==> src/rtl/pbwd_pkg.sv <==
// shared types and constants for the protobuf wire field decoder
package pbwd_pkg;

   // largest length that a length-delimited field may carry
   localparam int unsigned MAX_MESSAGE_BYTES = 16777216;

   // accumulator keeps bits 0..34 (field number needs bits 3..34), rest folds to a sticky flag
   localparam int ACC_W   = 35;
   localparam int LEFT_W  = 25;
   localparam int IDX_W   = 4;
   localparam logic [IDX_W-1:0] VARINT_LAST_IDX = 4'd9;

   // result queue
   localparam int FIFO_DEPTH = 4;
   localparam int PTR_W      = 2;
   localparam int CNT_W      = 3;

   typedef enum logic [2:0] {
      PH_TAG     = 3'd0,
      PH_NUM     = 3'd1,
      PH_LEN     = 3'd2,
      PH_PAYLOAD = 3'd3,
      PH_SKIPV   = 3'd4,
      PH_SKIPLEN = 3'd5,
      PH_SKIPB   = 3'd6
   } phase_type;

   typedef enum logic [2:0] {
      KIND_NUM   = 3'd0,
      KIND_START = 3'd1,
      KIND_BYTE  = 3'd2,
      KIND_OK    = 3'd3,
      KIND_ERR   = 3'd4
   } kind_type;

   typedef enum logic [2:0] {
      WIRE_VARINT = 3'd0,
      WIRE_FIX64  = 3'd1,
      WIRE_LENDEL = 3'd2,
      WIRE_FIX32  = 3'd5
   } wire_type;

   typedef struct packed {
      kind_type    kind;
      logic [2:0]  field_id;
      logic [31:0] value;
      logic        last_of_run;
   } rsp_beat_type;

   // results caused by one input byte
   typedef struct packed {
      rsp_beat_type beat0;
      rsp_beat_type beat1;
      logic [1:0]   beat_cnt;
   } parse_out_type;

endpackage

==> src/rtl/pbwd_parser.sv <==
// wire format parser: state registers and per-byte next state and result logic
module pbwd_parser
   import pbwd_pkg::*;
(
   input  logic          clock,
   input  logic          reset,
   input  logic          take,
   input  logic [7:0]    data_byte,
   input  logic          last_byte,
   output parse_out_type parse_out
);

   phase_type          phase_ff, phase_in;
   logic [ACC_W-1:0]   acc_ff, acc_in;
   logic               big_ff, big_in;
   logic [IDX_W-1:0]   idx_ff, idx_in;
   logic [2:0]         field_ff, field_in;
   logic [LEFT_W-1:0]  left_ff, left_in;
   logic               failed_ff, failed_in;

   logic [6:0]         shamt;
   logic [69:0]        sh_w;
   logic [ACC_W-1:0]   acc_upd;
   logic               big_upd;
   logic               len_big;
   logic [31:0]        fld32;
   logic [2:0]         wire_val;
   logic               data_ev;
   rsp_beat_type       data_beat;
   rsp_beat_type       end_beat;
   logic               end_ok;

   // varint byte placed at 7 * index, bits past 63 dropped
   assign shamt   = {idx_ff, 3'b000} - {3'b000, idx_ff};
   assign sh_w    = {63'd0, data_byte[6:0]} << shamt;
   assign acc_upd = acc_ff | sh_w[ACC_W-1:0];
   assign big_upd = big_ff | (|sh_w[63:ACC_W]);
   assign len_big = big_upd || (acc_upd > ACC_W'(MAX_MESSAGE_BYTES));
   assign fld32   = acc_upd[34:3];
   assign wire_val = acc_upd[2:0];

   // next state and results for one byte
   always_comb begin
      phase_in  = phase_ff;
      acc_in    = acc_ff;
      big_in    = big_ff;
      idx_in    = idx_ff;
      field_in  = field_ff;
      left_in   = left_ff;
      failed_in = failed_ff;
      data_ev   = 1'b0;
      data_beat = '{kind: KIND_NUM, field_id: field_ff, value: 32'd0, last_of_run: 1'b0};
      if (!failed_ff) begin
         case (phase_ff)
            PH_TAG, PH_NUM, PH_LEN, PH_SKIPV, PH_SKIPLEN: begin
               acc_in = acc_upd;
               big_in = big_upd;
               if (data_byte[7]) begin
                  if (idx_ff == VARINT_LAST_IDX) begin
                     failed_in = 1'b1;
                  end else begin
                     idx_in = idx_ff + 1'b1;
                  end
               end else begin
                  // varint complete
                  acc_in = '0;
                  big_in = 1'b0;
                  idx_in = '0;
                  case (phase_ff)
                     PH_TAG: begin
                        field_in = (fld32 inside {[32'd1:32'd6]}) ? fld32[2:0] : 3'd0;
                        if (fld32 inside {32'd3, 32'd4}) begin
                           phase_in = PH_LEN;
                        end else if (fld32 inside {[32'd1:32'd6]}) begin
                           phase_in = PH_NUM;
                        end else begin
                           case (wire_val)
                              WIRE_VARINT: phase_in = PH_SKIPV;
                              WIRE_FIX64: begin
                                 phase_in = PH_SKIPB;
                                 left_in  = LEFT_W'(8);
                              end
                              WIRE_LENDEL: phase_in = PH_SKIPLEN;
                              WIRE_FIX32: begin
                                 phase_in = PH_SKIPB;
                                 left_in  = LEFT_W'(4);
                              end
                              default: failed_in = 1'b1;
                           endcase
                        end
                     end
                     PH_NUM: begin
                        data_ev         = 1'b1;
                        data_beat.kind  = KIND_NUM;
                        data_beat.value = acc_upd[31:0];
                        phase_in        = PH_TAG;
                        left_in         = '0;
                     end
                     PH_SKIPV: begin
                        phase_in = PH_TAG;
                        left_in  = '0;
                     end
                     default: begin
                        // length of a bytes field or of a skipped one
                        if (len_big) begin
                           failed_in = 1'b1;
                        end else begin
                           if (phase_ff == PH_LEN) begin
                              data_ev         = 1'b1;
                              data_beat.kind  = KIND_START;
                              data_beat.value = acc_upd[31:0];
                           end
                           if (acc_upd == '0) begin
                              phase_in = PH_TAG;
                              left_in  = '0;
                           end else begin
                              phase_in = (phase_ff == PH_LEN) ? PH_PAYLOAD : PH_SKIPB;
                              left_in  = acc_upd[LEFT_W-1:0];
                           end
                        end
                     end
                  endcase
               end
            end
            PH_PAYLOAD, PH_SKIPB: begin
               if (phase_ff == PH_PAYLOAD) begin
                  data_ev         = 1'b1;
                  data_beat.kind  = KIND_BYTE;
                  data_beat.value = {24'd0, data_byte};
               end
               left_in = (left_ff != '0) ? left_ff - 1'b1 : left_ff;
               if (left_in == '0) begin
                  phase_in = PH_TAG;
                  acc_in   = '0;
                  big_in   = 1'b0;
                  idx_in   = '0;
               end
            end
            default: failed_in = 1'b1;
         endcase
      end

      // end of message closes out and returns to reset state
      end_ok   = !failed_in && phase_in == PH_TAG && idx_in == '0;
      end_beat = '{kind: end_ok ? KIND_OK : KIND_ERR, field_id: 3'd0, value: 32'd0,
                   last_of_run: 1'b1};
      if (last_byte) begin
         phase_in  = PH_TAG;
         acc_in    = '0;
         big_in    = 1'b0;
         idx_in    = '0;
         field_in  = '0;
         left_in   = '0;
         failed_in = 1'b0;
      end

      // pack results in order
      parse_out.beat1 = end_beat;
      if (data_ev) begin
         parse_out.beat0             = data_beat;
         parse_out.beat0.last_of_run = !last_byte;
         parse_out.beat_cnt          = last_byte ? 2'd2 : 2'd1;
      end else begin
         parse_out.beat0    = end_beat;
         parse_out.beat_cnt = last_byte ? 2'd1 : 2'd0;
      end
   end

   // parser state
   always_ff @(posedge clock) begin
      if (reset) begin
         phase_ff  <= PH_TAG;
         acc_ff    <= '0;
         big_ff    <= 1'b0;
         idx_ff    <= '0;
         field_ff  <= '0;
         left_ff   <= '0;
         failed_ff <= 1'b0;
      end else if (take) begin
         phase_ff  <= phase_in;
         acc_ff    <= acc_in;
         big_ff    <= big_in;
         idx_ff    <= idx_in;
         field_ff  <= field_in;
         left_ff   <= left_in;
         failed_ff <= failed_in;
      end
   end

   // two results only when the second closes the message
   a_two_needs_end: assert property (@(posedge clock) disable iff (reset)
      (parse_out.beat_cnt == 2'd2) |->
         (parse_out.beat1.kind == KIND_OK || parse_out.beat1.kind == KIND_ERR))
      else $error("second result is not an end beat");

   a_last_resets: assert property (@(posedge clock) disable iff (reset)
      (take && last_byte) |=> (phase_ff == PH_TAG && !failed_ff && idx_ff == '0))
      else $error("state not cleared after last byte");

   a_run_nonzero: assert property (@(posedge clock) disable iff (reset)
      (!failed_ff && (phase_ff == PH_PAYLOAD || phase_ff == PH_SKIPB)) |-> (left_ff != '0))
      else $error("byte run phase with nothing left");

endmodule

==> src/rtl/pbwd_rsp_fifo.sv <==
// small result queue taking up to two beats a cycle and giving one while out_ready is high
module pbwd_rsp_fifo
   import pbwd_pkg::*;
(
   input  logic          clock,
   input  logic          reset,
   input  parse_out_type push,
   input  logic          push_en,
   output logic          space_ok,
   output logic          out_valid,
   input  logic          out_ready,
   output rsp_beat_type  out_beat
);

   rsp_beat_type      mem_ff [FIFO_DEPTH];
   logic [PTR_W-1:0]  wr_ptr_ff, wr_ptr_in;
   logic [PTR_W-1:0]  rd_ptr_ff, rd_ptr_in;
   logic [CNT_W-1:0]  count_ff, count_in;
   logic [1:0]        push_cnt;
   logic              pop;

   assign push_cnt  = push_en ? push.beat_cnt : 2'd0;
   assign pop       = out_valid && out_ready;
   assign out_valid = count_ff != '0;
   assign out_beat  = mem_ff[rd_ptr_ff];
   assign space_ok  = count_ff <= CNT_W'(FIFO_DEPTH - 2);

   // pointer and fill count
   always_comb begin
      wr_ptr_in = wr_ptr_ff + PTR_W'(push_cnt);
      rd_ptr_in = rd_ptr_ff + PTR_W'(pop);
      count_in  = count_ff + CNT_W'(push_cnt) - CNT_W'(pop);
   end

   always_ff @(posedge clock) begin
      if (reset) begin
         wr_ptr_ff <= '0;
         rd_ptr_ff <= '0;
         count_ff  <= '0;
      end else begin
         wr_ptr_ff <= wr_ptr_in;
         rd_ptr_ff <= rd_ptr_in;
         count_ff  <= count_in;
      end
   end

   // beat storage
   always_ff @(posedge clock) begin
      if (push_cnt != 2'd0) begin
         mem_ff[wr_ptr_ff] <= push.beat0;
      end
      if (push_cnt == 2'd2) begin
         mem_ff[wr_ptr_ff + 1'b1] <= push.beat1;
      end
   end

   a_no_overflow: assert property (@(posedge clock) disable iff (reset)
      count_ff <= CNT_W'(FIFO_DEPTH))
      else $error("result queue overflow");

   a_room_for_two: assert property (@(posedge clock) disable iff (reset)
      (push_cnt != 2'd0) |-> (count_ff <= CNT_W'(FIFO_DEPTH - 2)))
      else $error("push without room for two beats");

endmodule

==> src/rtl/protobuf_wire_field_decoder_top.sv <==
// Protobuf wire format decoder: one message byte in per beat, field results out.
// Each accepted byte is parsed in the cycle it is taken and gives zero, one or two result
// beats (a number, a bytes-start with length, a payload byte, then an end ok or end error
// beat on the last byte). Input bytes are taken at one per cycle while the queue has room;
// the results pass through a four-entry queue, so a byte is accepted whenever at least
// two entries are free. A byte that yields two results (only a last byte can) gives them
// out one after the other, so throughput is one byte per cycle while the result side
// keeps up, and the results of a byte are registered in the queue as it is accepted.
module protobuf_wire_field_decoder_top
   import pbwd_pkg::*;
(
   input  logic        clock,
   input  logic        reset,
   input  logic        req_valid,
   output logic        req_ready,
   input  logic [7:0]  req_data_byte,
   input  logic        req_last_byte,
   output logic        rsp_valid,
   input  logic        rsp_ready,
   output logic [2:0]  rsp_kind,
   output logic [2:0]  rsp_field_id,
   output logic [31:0] rsp_value,
   output logic        rsp_last_of_run
);

   parse_out_type parse_out;
   rsp_beat_type  head_beat;
   logic          take;
   logic          space_ok;

   assign req_ready = space_ok;
   assign take      = req_valid && req_ready;

   // byte parser
   pbwd_parser u_parser (
      .clock     (clock),
      .reset     (reset),
      .take      (take),
      .data_byte (req_data_byte),
      .last_byte (req_last_byte),
      .parse_out (parse_out)
   );

   // result queue
   pbwd_rsp_fifo u_rsp_fifo (
      .clock     (clock),
      .reset     (reset),
      .push      (parse_out),
      .push_en   (take),
      .space_ok  (space_ok),
      .out_valid (rsp_valid),
      .out_ready (rsp_ready),
      .out_beat  (head_beat)
   );

   assign rsp_kind        = head_beat.kind;
   assign rsp_field_id    = head_beat.field_id;
   assign rsp_value       = head_beat.value;
   assign rsp_last_of_run = head_beat.last_of_run;

endmodule

==> config.mk <==
export PLATFORM = sky130hd
export DESIGN_NAME = protobuf_wire_field_decoder_top
export DESIGN_NICKNAME = d
export VERILOG_FILES = /design/src/rtl/pbwd_pkg.sv /design/src/rtl/pbwd_parser.sv /design/src/rtl/pbwd_rsp_fifo.sv /design/src/rtl/protobuf_wire_field_decoder_top.sv
export SDC_FILE = /design/constraint.sdc
export NUM_CORES = 1
export LEC_CHECK = 0
export ABC_AREA = 1
export BUFFER_PORTS_ARGS = -buffer_cell sky130_fd_sc_hd__buf_2
export CAP_MARGIN = 25
export CELL_PAD_IN_SITES_DETAIL_PLACEMENT = 0
export CELL_PAD_IN_SITES_GLOBAL_PLACEMENT = 1
export CORE_UTILIZATION = 49
export CTS_CLUSTER_SIZE = 12
export DETAILED_ROUTE_END_ITERATION = 7
export PLACE_DENSITY_LB_ADDON = 0.12
export SYNTH_ARGS = -nofsm -noshare
export SYNTH_HDL_FRONTEND = slang
export SYNTH_SLANG_ARGS = --single-unit
==> constraint.sdc <==
create_clock -name clock -period 8.1 [get_ports clock]
set_input_delay 0.405 -clock clock [delete_from_list [all_inputs] [get_ports clock]]
set_output_delay 0.405 -clock clock [all_outputs]
set_load 0.005 [all_outputs]
==> out/qor.csv, run 1 <==
stage;metric;value;unit
synthesis;synth_edf_count;12;
setup_path;cp.arrival;6.35;ns
setup_path;r2r_cells;32;
clock_network;cts_hold_buffers;0;
setup_path;slowest_delay;0.64;ns
clock_network;ctsResizeCount;0;
drt;firstDrtPassIters;6;
power_and_ir_drop;irDropWorstVdd;0.2154;mV
floorplan;die_h;168.0;µm
finish;nNetsFinal;1993;
drt;drt_wl_total;43.73;mm
synthesis;synth_fp_nets;1992;
sta;max_slew_margin;0.3093;
setup_path;required;8.51;ns
sta;drv_slew;0;
worst_hold_path;min_path_type;in2reg;
floorplan;die_area;0.02821;mm²
setup_path;crit_fanout;36;
synthesis;synth_cell_types;60;
global_routing;grt_pass1_wl;69.10;mm
clock_network;clk_latency;0.56;ns
worst_hold_path;holdPathStages;3;
placed_design;io_buffer_count;53;
clock_network;cts_buffers;27;
clock_network;cts_root_buffer;clkbuf_16;
synthesis;syn_area;0.01350;mm²
clock_network;cts_buffer_depth;3;
floorplan;initial_core_util;0.5008;
global_routing;antenna_found_initial;0;
placed_design;hpwl;30.04;mm
floorplan;die_w;168.0;µm
finish;antenna_cells;0;
outcome;status;completed;
finish;multiInputGateArea;0.007646;mm²
finish;stdcell_count;2328;
global_routing;overflow;0;
clock_network;htreeDepth;1;
power_and_ir_drop;p_per_area;313.1;mW/mm²
drt;routedWlPerCell;18.78;µm
synthesis;synth_area_leaders;dfxtp_1 (33%), nand2_1 (13%), nor2_1 (7.9%), o21ai_0 (6.3%), nand3_1 (5.3%);
sta;holdWs;0.3756;ns
global_routing;track_usage;0.3074;
finish;layout-drive-gt1-share;0.1314;
global_routing;first_global_vias;12380;
setup_path;rrSetupSlack;2.16;ns
setup_path;critical_path_class;reg2reg;
sta;rsz0062_at_grt;false;
flow_run;cap_violations;0;
synthesis;async_reset_ff_frac;0;
synthesis;syn_inst;1967;
drt;drc;0;
setup_path;crit_slowest_cell;dfxtp_1;
setup_path;cp-start-kind;register;
setup_path;reg2reg_from;u_parser.idx_ff[0];
floorplan;core;0.02695;mm²
clock_network;postCtsSetupRepairBufs;0;
sta;fin_crit_sh;0.7338;
clock_network;clkTransAtPathRegs;0.06;ns
finish;regArea;0.004826;mm²
sta;min_period;5.944;ns
synthesis;ys_seq_area_frac;0.3575;
sta;setup_violations;0;
sta;hold_viol;0;
floorplan;rows;60;
synthesis;synth_top_area_share;0.3308;
setup_path;r2r_end;u_rsp_fifo.mem_ff[0][0];
placed_design;place_congestion;1.003;
synthesis;synth_most_common_cell;nand2_1;
sta;worstMarginPinSlew;1.035;ns
global_routing;grt_max_degree;81;
worst_hold_path;worstHoldStart;req_data_byte[4];
synthesis;synth_ff_type;dfxtp_1;
setup_path;worstSetupEndpointType;register;
sta;skew;0.02711;ns
power_and_ir_drop;p_leak;6.100;nW
finish;area_delta_synth_final;9.465;%
synthesis;synth_top_area_cell;dfxtp_1;
floorplan;pin_count;54;
worst_hold_path;hold_end;u_rsp_fifo.mem_ff[0][5];
drt;vias;13630;
synthesis;synth_area_per_cell;6.862;µm²
synthesis;yosysWarnings;0;
clock_network;cts_tree;yes;
sta;final.setup.tns;0;ns
drt;drt_iter0_drc;1232;
finish;fillers;2692;
drt;ant_nets;0;
synthesis;ys_seq_elements;235;
placed_design;dp_cells;2280;
sta;max_freq;168.2;MHz
clock_network;cts.sinks;235;
drt;vias_per_cell;5.855;
synthesis;synthTopCellsByCount;nand2_1 (465), nor2_1 (283), dfxtp_1 (223);
layout make-up:
cell class / count / share of cell area
Inverter: 139 / 0.03582
Timing Repair Buffer: 71 / 0.02761
Tap cell: 341 / 0.02888
Multi-Input combinational cell: 1494 / 0.5175
Clock buffer: 38 / 0.05259
Sequential cell: 235 / 0.3266
Clock inverter: 10 / 0.01092
cell families after synthesis:
kind of cell / synth area share
AOI/OAI and AO/OA: 0.2062
and+or+nand+nor: 0.3392
adders and majority gates: 0.01168
DFF: 0.3575
buffers and inverters: 0.07769
xor gates and xnor gates: 0.007787
how the worst max path moves through the flow:
stage,from,endpoint,slack (ns),cells past startpoint
after floorplan,u_parser.idx_ff[0],u_rsp_fifo.mem_ff[0][7],3.77,32
after global placement,u_parser.idx_ff[1],u_rsp_fifo.mem_ff[0][0],2.40,32
after detailed placement,u_parser.idx_ff[0],u_rsp_fifo.mem_ff[0][0],2.27,32
after CTS,u_parser.idx_ff[0],u_rsp_fifo.mem_ff[0][0],2.23,32
after global routing,u_parser.idx_ff[0],u_rsp_fifo.mem_ff[3][38],1.65,29
final,u_parser.idx_ff[0],u_rsp_fifo.mem_ff[0][0],2.16,32
where the power goes:
group          switching (mW)  internal (mW)  leakage [nW]  total (mW)
Sequential             0.0546           1.22          1.91        1.28
Clock                   0.513          0.793         0.451        1.31
Combinational            1.44          0.604          3.74        2.04
layer usage:
metal  routed length [µm]  part of all wire  GRT usage
met1                19650              0.45     0.4246
met2                19990              0.46     0.5060
met3                 3073             0.070    0.03667
met4                 1016             0.023    0.08337
met5                    0                 0          0
worst max-delay path, delay by kind of cell (launching register included):
family                     cells  cell delay, ns
DFF                            1            0.64
and+or+nand+nor               20            2.43
buffers and inverters          9            1.92
adders and majority gates      2            0.74
AOI/OAI and AO/OA              1            0.05
placed cells by master (no fill, tap or decap), drive strengths merged, types with 22 or more instances in the layout:
cell type,count
nand2,510
nor2,303
o21ai,262
dfxtp,223
nand3,164
inv,136
buf,71
a21oi,63
o22ai,62
clkbuf,38
a211oi,34
nand4,22
sequential cells by signal (all words and copies together), names as in the netlist:
name,count
u_parser.acc_ff,35
u_parser.big_ff,1
u_parser.failed_ff,1
u_parser.field_ff,3
u_parser.idx_ff,4
u_parser.left_ff,25
u_parser.phase_ff,3
u_rsp_fifo.count_ff,3
u_rsp_fifo.mem_ff,156
u_rsp_fifo.rd_ptr_ff,2
u_rsp_fifo.wr_ptr_ff,2
metrics by stage:
stage / setup WS [ns] / util / area [µm²] / power, mW
global route: 1.653 / 0.5482 / 14770 / 4.892
CTS: 2.226 / 0.5482 / 14770 / 4.605
finish: 2.156 / 0.5482 / 14770 / 4.625
global placement: 2.403 / 0.5128 / 13820 / 3.302
floorplan: 3.770 / - / 13500 / 2.751
detailed placement: 2.272 / 0.5134 / 13840 / 3.298
Power figures use the tool's default switching activity.
==> inputs of run 2 (changes only) <==
Settings changed: CORE_UTILIZATION 49 to 45.
Clock period 8.1 ns to 5.6 ns, I/O delays scaled along.
==> out/qor.csv, run 2 (synthesis gave the netlist of run 1 again) <==
stage;metric;value;unit
outcome;status;completed;
finish;multiInputGateArea;0.007646;mm²
drt;drt_wl_total;44.59;mm
clock_network;ctsResizeCount;0;
placed_design;place_congestion;0.9456;
finish;layout-drive-gt1-share;0.1379;
sta;max_freq;200.5;MHz
floorplan;die_area;0.03069;mm²
global_routing;track_usage;0.2908;
flow_run;cap_violations;0;
floorplan;pin_count;54;
finish;antenna_cells;0;
finish;regArea;0.004827;mm²
placed_design;io_buffer_count;53;
drt;drc;0;
finish;fillers;3034;
sta;max_slew_margin;0.2693;
clock_network;cts.sinks;235;
drt;vias_per_cell;5.600;
global_routing;grt_pass1_wl;70.39;mm
global_routing;overflow;0;
setup_path;crit_top_cell;nand2_1;
setup_path;path_buf_inv;9;
sta;hold_viol;0;
sta;min_period;4.988;ns
sta;skew;0.01375;ns
floorplan;initial_core_util;0.4566;
floorplan;core;0.02956;mm²
drt;vias;13400;
finish;stdcell_count;2392;
setup_path;slowest_delay;0.59;ns
global_routing;grt_max_degree;81;
placed_design;dp_cells;2344;
sta;fin_crit_sh;0.8906;
worst_hold_path;min_path_type;in2reg;
global_routing;first_global_vias;12450;
power_and_ir_drop;finalPower;6.541;mW
clock_network;clk_latency;0.56;ns
finish;area_delta_synth_final;10.18;%
drt;firstDrtPassIters;7;
sta;rsz0062_at_grt;false;
finish;largest_register_ffs;156;
setup_path;crit_fanout;35;
setup_path;critical_path_class;reg2reg;
floorplan;die_w;175.2;µm
finish;nNetsFinal;2008;
finish;regMostFlops;u_rsp_fifo.mem_ff;
clock_network;cts_buffers;27;
sta;final.setup.tns;0;ns
clock_network;postCtsSetupRepairBufs;0;
setup_path;required;6.02;ns
global_routing;antenna_found_initial;0;
finish;layout_commonest_cell;nand2_1;
setup_path;path_delay_family;simple AND/OR/NAND/NOR gates;
floorplan;die_h;175.2;µm
finish;top_regs;u_rsp_fifo.mem_ff x156, u_parser.acc_ff x35, u_parser.left_ff x25;
clock_network;cts_root_buffer;clkbuf_16;
setup_path;worstSetupEndpointType;register;
clock_network;cts_hold_buffers;0;
setup_path;cp-start-kind;register;
sta;worstMarginPinSlew;1.095;ns
setup_path;cp.arrival;5.41;ns
power_and_ir_drop;irDropWorstVdd;0.2717;mV
power_and_ir_drop;p_leak;6.150;nW
sta;drv_slew;0;
floorplan;rows;63;
finish;layout_common_cells;nand2_1 (465), nor2_1 (279), dfxtp_1 (221), o21ai_0 (171), nand3_1 (144);
clock_network;htreeDepth;1;
clock_network;cts_tree;yes;
clock_network;clkTransAtPathRegs;0.06;ns
finish;fin_util;0.5031;
power_and_ir_drop;p_per_area;439.9;mW/mm²
drt;ant_nets;0;
drt;drt_iter0_drc;1327;
sta;setup_violations;0;
placed_design;hpwl;31.28;mm
clock_network;cts_buffer_depth;3;
drt;routedWlPerCell;18.64;µm
setup_path;crit_slowest_cell;dfxtp_1;
[run 2: cell count changes in the layout (fill, tap and decap cells not counted), sizes merged]
cell	before	now
clkinvlp	3	1
buf	71	86
clkinv	6	10
inv	136	138
bufinv	4	0
[run 2: worst min-delay path, delay by kind of cell]
family | cells | cell delay (ns)
buffers and inverters | 1 | 0.17
AOI/OAI and AO/OA | 2 | 0.29
[run 2: path summary, 6_finish.rpt]
| path | startpoint | to | slack (ns) | cells past startpoint |
|---|---|---|---|---|
| setup / recovery | u_parser.idx_ff[1] | u_rsp_fifo.mem_ff[0][2] | 0.61 | 32 |
| hold / removal | req_data_byte[4] | u_rsp_fifo.mem_ff[1][5] | 0.22 | 3 |
| setup reg to reg | u_parser.idx_ff[1] | u_rsp_fifo.mem_ff[0][2] | 0.61 | 32 |
| hold reg to reg | u_rsp_fifo.mem_ff[1][31] | u_rsp_fifo.mem_ff[1][31] | 0.45 | 2 |
[run 2: where the power goes]
group	internal, mW	switching [mW]	total [mW]
Clock	0.958	0.746	1.70
Combinational	0.899	2.09	2.99
Sequential	1.77	0.0785	1.85
[run 2: stage by stage]
stage	hold WS, ns	cell area (µm²)	worst slack [ns]
after floorplan	0.4231	13500	1.270
after global placement	0.4322	14030	0.5626
after detailed placement	0.4387	14030	0.5400
after CTS	0.2005	14870	0.5065
after global routing	0.2259	14870	0.01201
final	0.2207	14870	0.6124
[run 2: layout make-up]
type | count | share of cell area
multi-input cells | 1494 | 0.5142
clock buffers | 38 | 0.05158
clock inverters | 10 | 0.005048
flip-flops and latches | 235 | 0.3246
repair buffers | 86 | 0.03618
well taps | 390 | 0.03281
inverters | 139 | 0.03559
[run 2: per-layer routing]
layer | wire length [µm] | vias up | track usage
met1 | 20220 | 6294 | 0.3972
met2 | 20330 | 414 | 0.4734
met4 | 1351 | 0 | 0.09094
met3 | 2691 | 78 | 0.03938
met5 | 0 | - | 0
li1 | - | 6610 | -
==> inputs of run 3 (changes only) <==
Settings changed: PLACE_DENSITY set to 0.87, PLACE_DENSITY_LB_ADDON 0.12 to not set.
==> out/qor.csv, run 3 (synthesis gave the netlist of run 1 again) <==
stage;metric;value;unit
sta;holdWs;0.2563;ns
flow_run;cap_violations;0;
sta;skew;0.008889;ns
global_routing;grt_max_degree;81;
power_and_ir_drop;finalPower;6.593;mW
drt;vias;13500;
setup_path;worstSetupEndpointType;register;
sta;setup_ws;0.5825;ns
sta;min_period;5.018;ns
clock_network;postCtsSetupRepairBufs;0;
finish;top_regs;u_rsp_fifo.mem_ff x156, u_parser.acc_ff x35, u_parser.left_ff x25;
setup_path;cp.arrival;5.40;ns
setup_path;cp-start-kind;register;
finish;regMostFlops;u_rsp_fifo.mem_ff;
drt;vias_per_cell;5.629;
global_routing;antenna_found_initial;0;
global_routing;grtUsageMet1;0.3852;
sta;setup_violations;0;
global_routing;grt_pass1_wl;68.55;mm
setup_path;critical_path_class;reg2reg;
global_routing;grt-busiest-layer;met2;
power_and_ir_drop;p_per_area;441.2;mW/mm²
sta;final.setup.tns;0;ns
setup_path;crit_slowest_cell;dfxtp_1;
sta;max_freq;199.3;MHz
global_routing;overflow;0;
outcome;status;completed;
placed_design;io_buffer_count;53;
drt;firstDrtPassIters;6;
clock_network;clkTransAtPathRegs;0.06;ns
global_routing;grt.met3_usage;0.04221;
sta;rsz0062_at_grt;false;
finish;layout_common_cells;nand2_1 (465), nor2_1 (278), dfxtp_1 (221), o21ai_0 (171), nand3_1 (144);
setup_path;required;5.99;ns
clock_network;cts_tree;yes;
floorplan;die_h;175.2;µm
finish;fin_util;0.5055;
sta;drv_slew;0;
worst_hold_path;min_path_type;in2reg;
setup_path;path_buf_inv;8;
floorplan;pin_count;54;
floorplan;die_w;175.2;µm
global_routing;use_met2;0.4449;
sta;worstMarginPinSlew;0.8122;ns
finish;layout-drive-gt1-share;0.1395;
power_and_ir_drop;p_leak;6.172;nW
floorplan;rows;63;
drt;drt_wl_total;43.61;mm
finish;layout_commonest_cell;nand2_1;
setup_path;crit_fanout;35;
placed_design;place_congestion;0.9614;
sta;fin_crit_sh;0.8960;
setup_path;slowest_delay;0.42;ns
clock_network;cts_buffers;27;
sta;hold_viol;0;
floorplan;initial_core_util;0.4566;
clock_network;htreeDepth;1;
drt;drt_iter0_drc;1107;
drt;ant_nets;0;
placed_design;hpwl;30.85;mm
clock_network;cts.sinks;235;
sta;max_slew_margin;0.4585;
drt;drc;0;
clock_network;cts_root_buffer;clkbuf_16;
finish;largest_register_ffs;156;
power_and_ir_drop;irDropWorstVdd;0.2268;mV
setup_path;path_delay_family;simple AND/OR/NAND/NOR gates;
floorplan;die_area;0.03069;mm²
global_routing;track_usage;0.2824;
finish;nNetsFinal;2015;
drt;routedWlPerCell;18.19;µm
floorplan;core;0.02956;mm²
global_routing;first_global_vias;12410;
clock_network;clk_latency;0.53;ns
placed_design;dp_slack;0.3882;ns
finish;area_delta_synth_final;10.72;%
clock_network;cts_buffer_depth;3;
==> run 3: cell count changes in the layout (fill, tap and decap cells not counted) <==
cell	previous run	this run
clkinvlp_4	1	2
diode_2	0	1
clkbuf_8	5	2
buf_12	2	1
buf_16	0	1
clkinv_2	6	2
nor3_2	1	2
nor2_4	8	9
nor2_1	279	278
inv_16	1	0
clkinv_1	3	6
buf_4	31	38
nor3_1	6	5
bufinv_16	0	2
==> run 3: what timing repair did <==
action | CTS | global route
hold buffers | 0 | 0
resized for setup | 0 | 4
setup endpoints to repair | 0 | 100
==> run 3: worst paths after layout <==
check	to	from	cells after the start	slack, ns
max	u_rsp_fifo.mem_ff[0][28]	u_parser.idx_ff[3]	31	0.58
min	u_rsp_fifo.mem_ff[0][5]	req_data_byte[4]	3	0.26
max reg2reg	u_rsp_fifo.mem_ff[0][28]	u_parser.idx_ff[3]	31	0.58
min reg2reg	u_rsp_fifo.mem_ff[2][9]	u_rsp_fifo.mem_ff[2][9]	2	0.45
==> run 3: final cells by class <==
class | count | area (µm²)
antenna | 1 | 2.502
clock buffer | 35 | 725.7
clock inverter | 11 | 113.9
fill | 3003 | 14620
inverter | 139 | 529.3
multi-input combinational | 1494 | 7659
sequential | 235 | 4827
tap | 390 | 488.0
timing repair buffer | 93 | 598.1
==> run 3: worst register-to-register path: cells and delay by family (launching register included) <==
family	cells	cell delay (ns)
DFF	1	0.42
and+or+nand+nor	20	2.61
AOI/OAI and AO/OA	1	0.08
buffers and inverters	8	1.20
adders and majority gates	2	0.56
==> run 3: routing by layer <==
metal,part of all wire,up-vias,wire (µm)
li1,-,6611,-
met1,0.45,6274,19460
met2,0.45,532,19480
met3,0.074,82,3233
met4,0.033,0,1435
met5,0,-,0
==> run 3: stage by stage <==
stage	area (µm²)	std cells
floorplan	13500	1967
global placement	14060	2350
detailed placement	14060	2350
CTS	14900	2396
global route	14940	2397
finish	14940	2398
==> run 3: where the power goes <==
| group | switching (mW) | total, mW | internal, mW | leakage [nW] |
|---|---|---|---|---|
| Sequential | 0.0750 | 1.85 | 1.77 | 1.91 |
| Clock | 0.708 | 1.71 | 1.00 | 0.404 |
| Combinational | 2.11 | 3.04 | 0.924 | 3.86 |
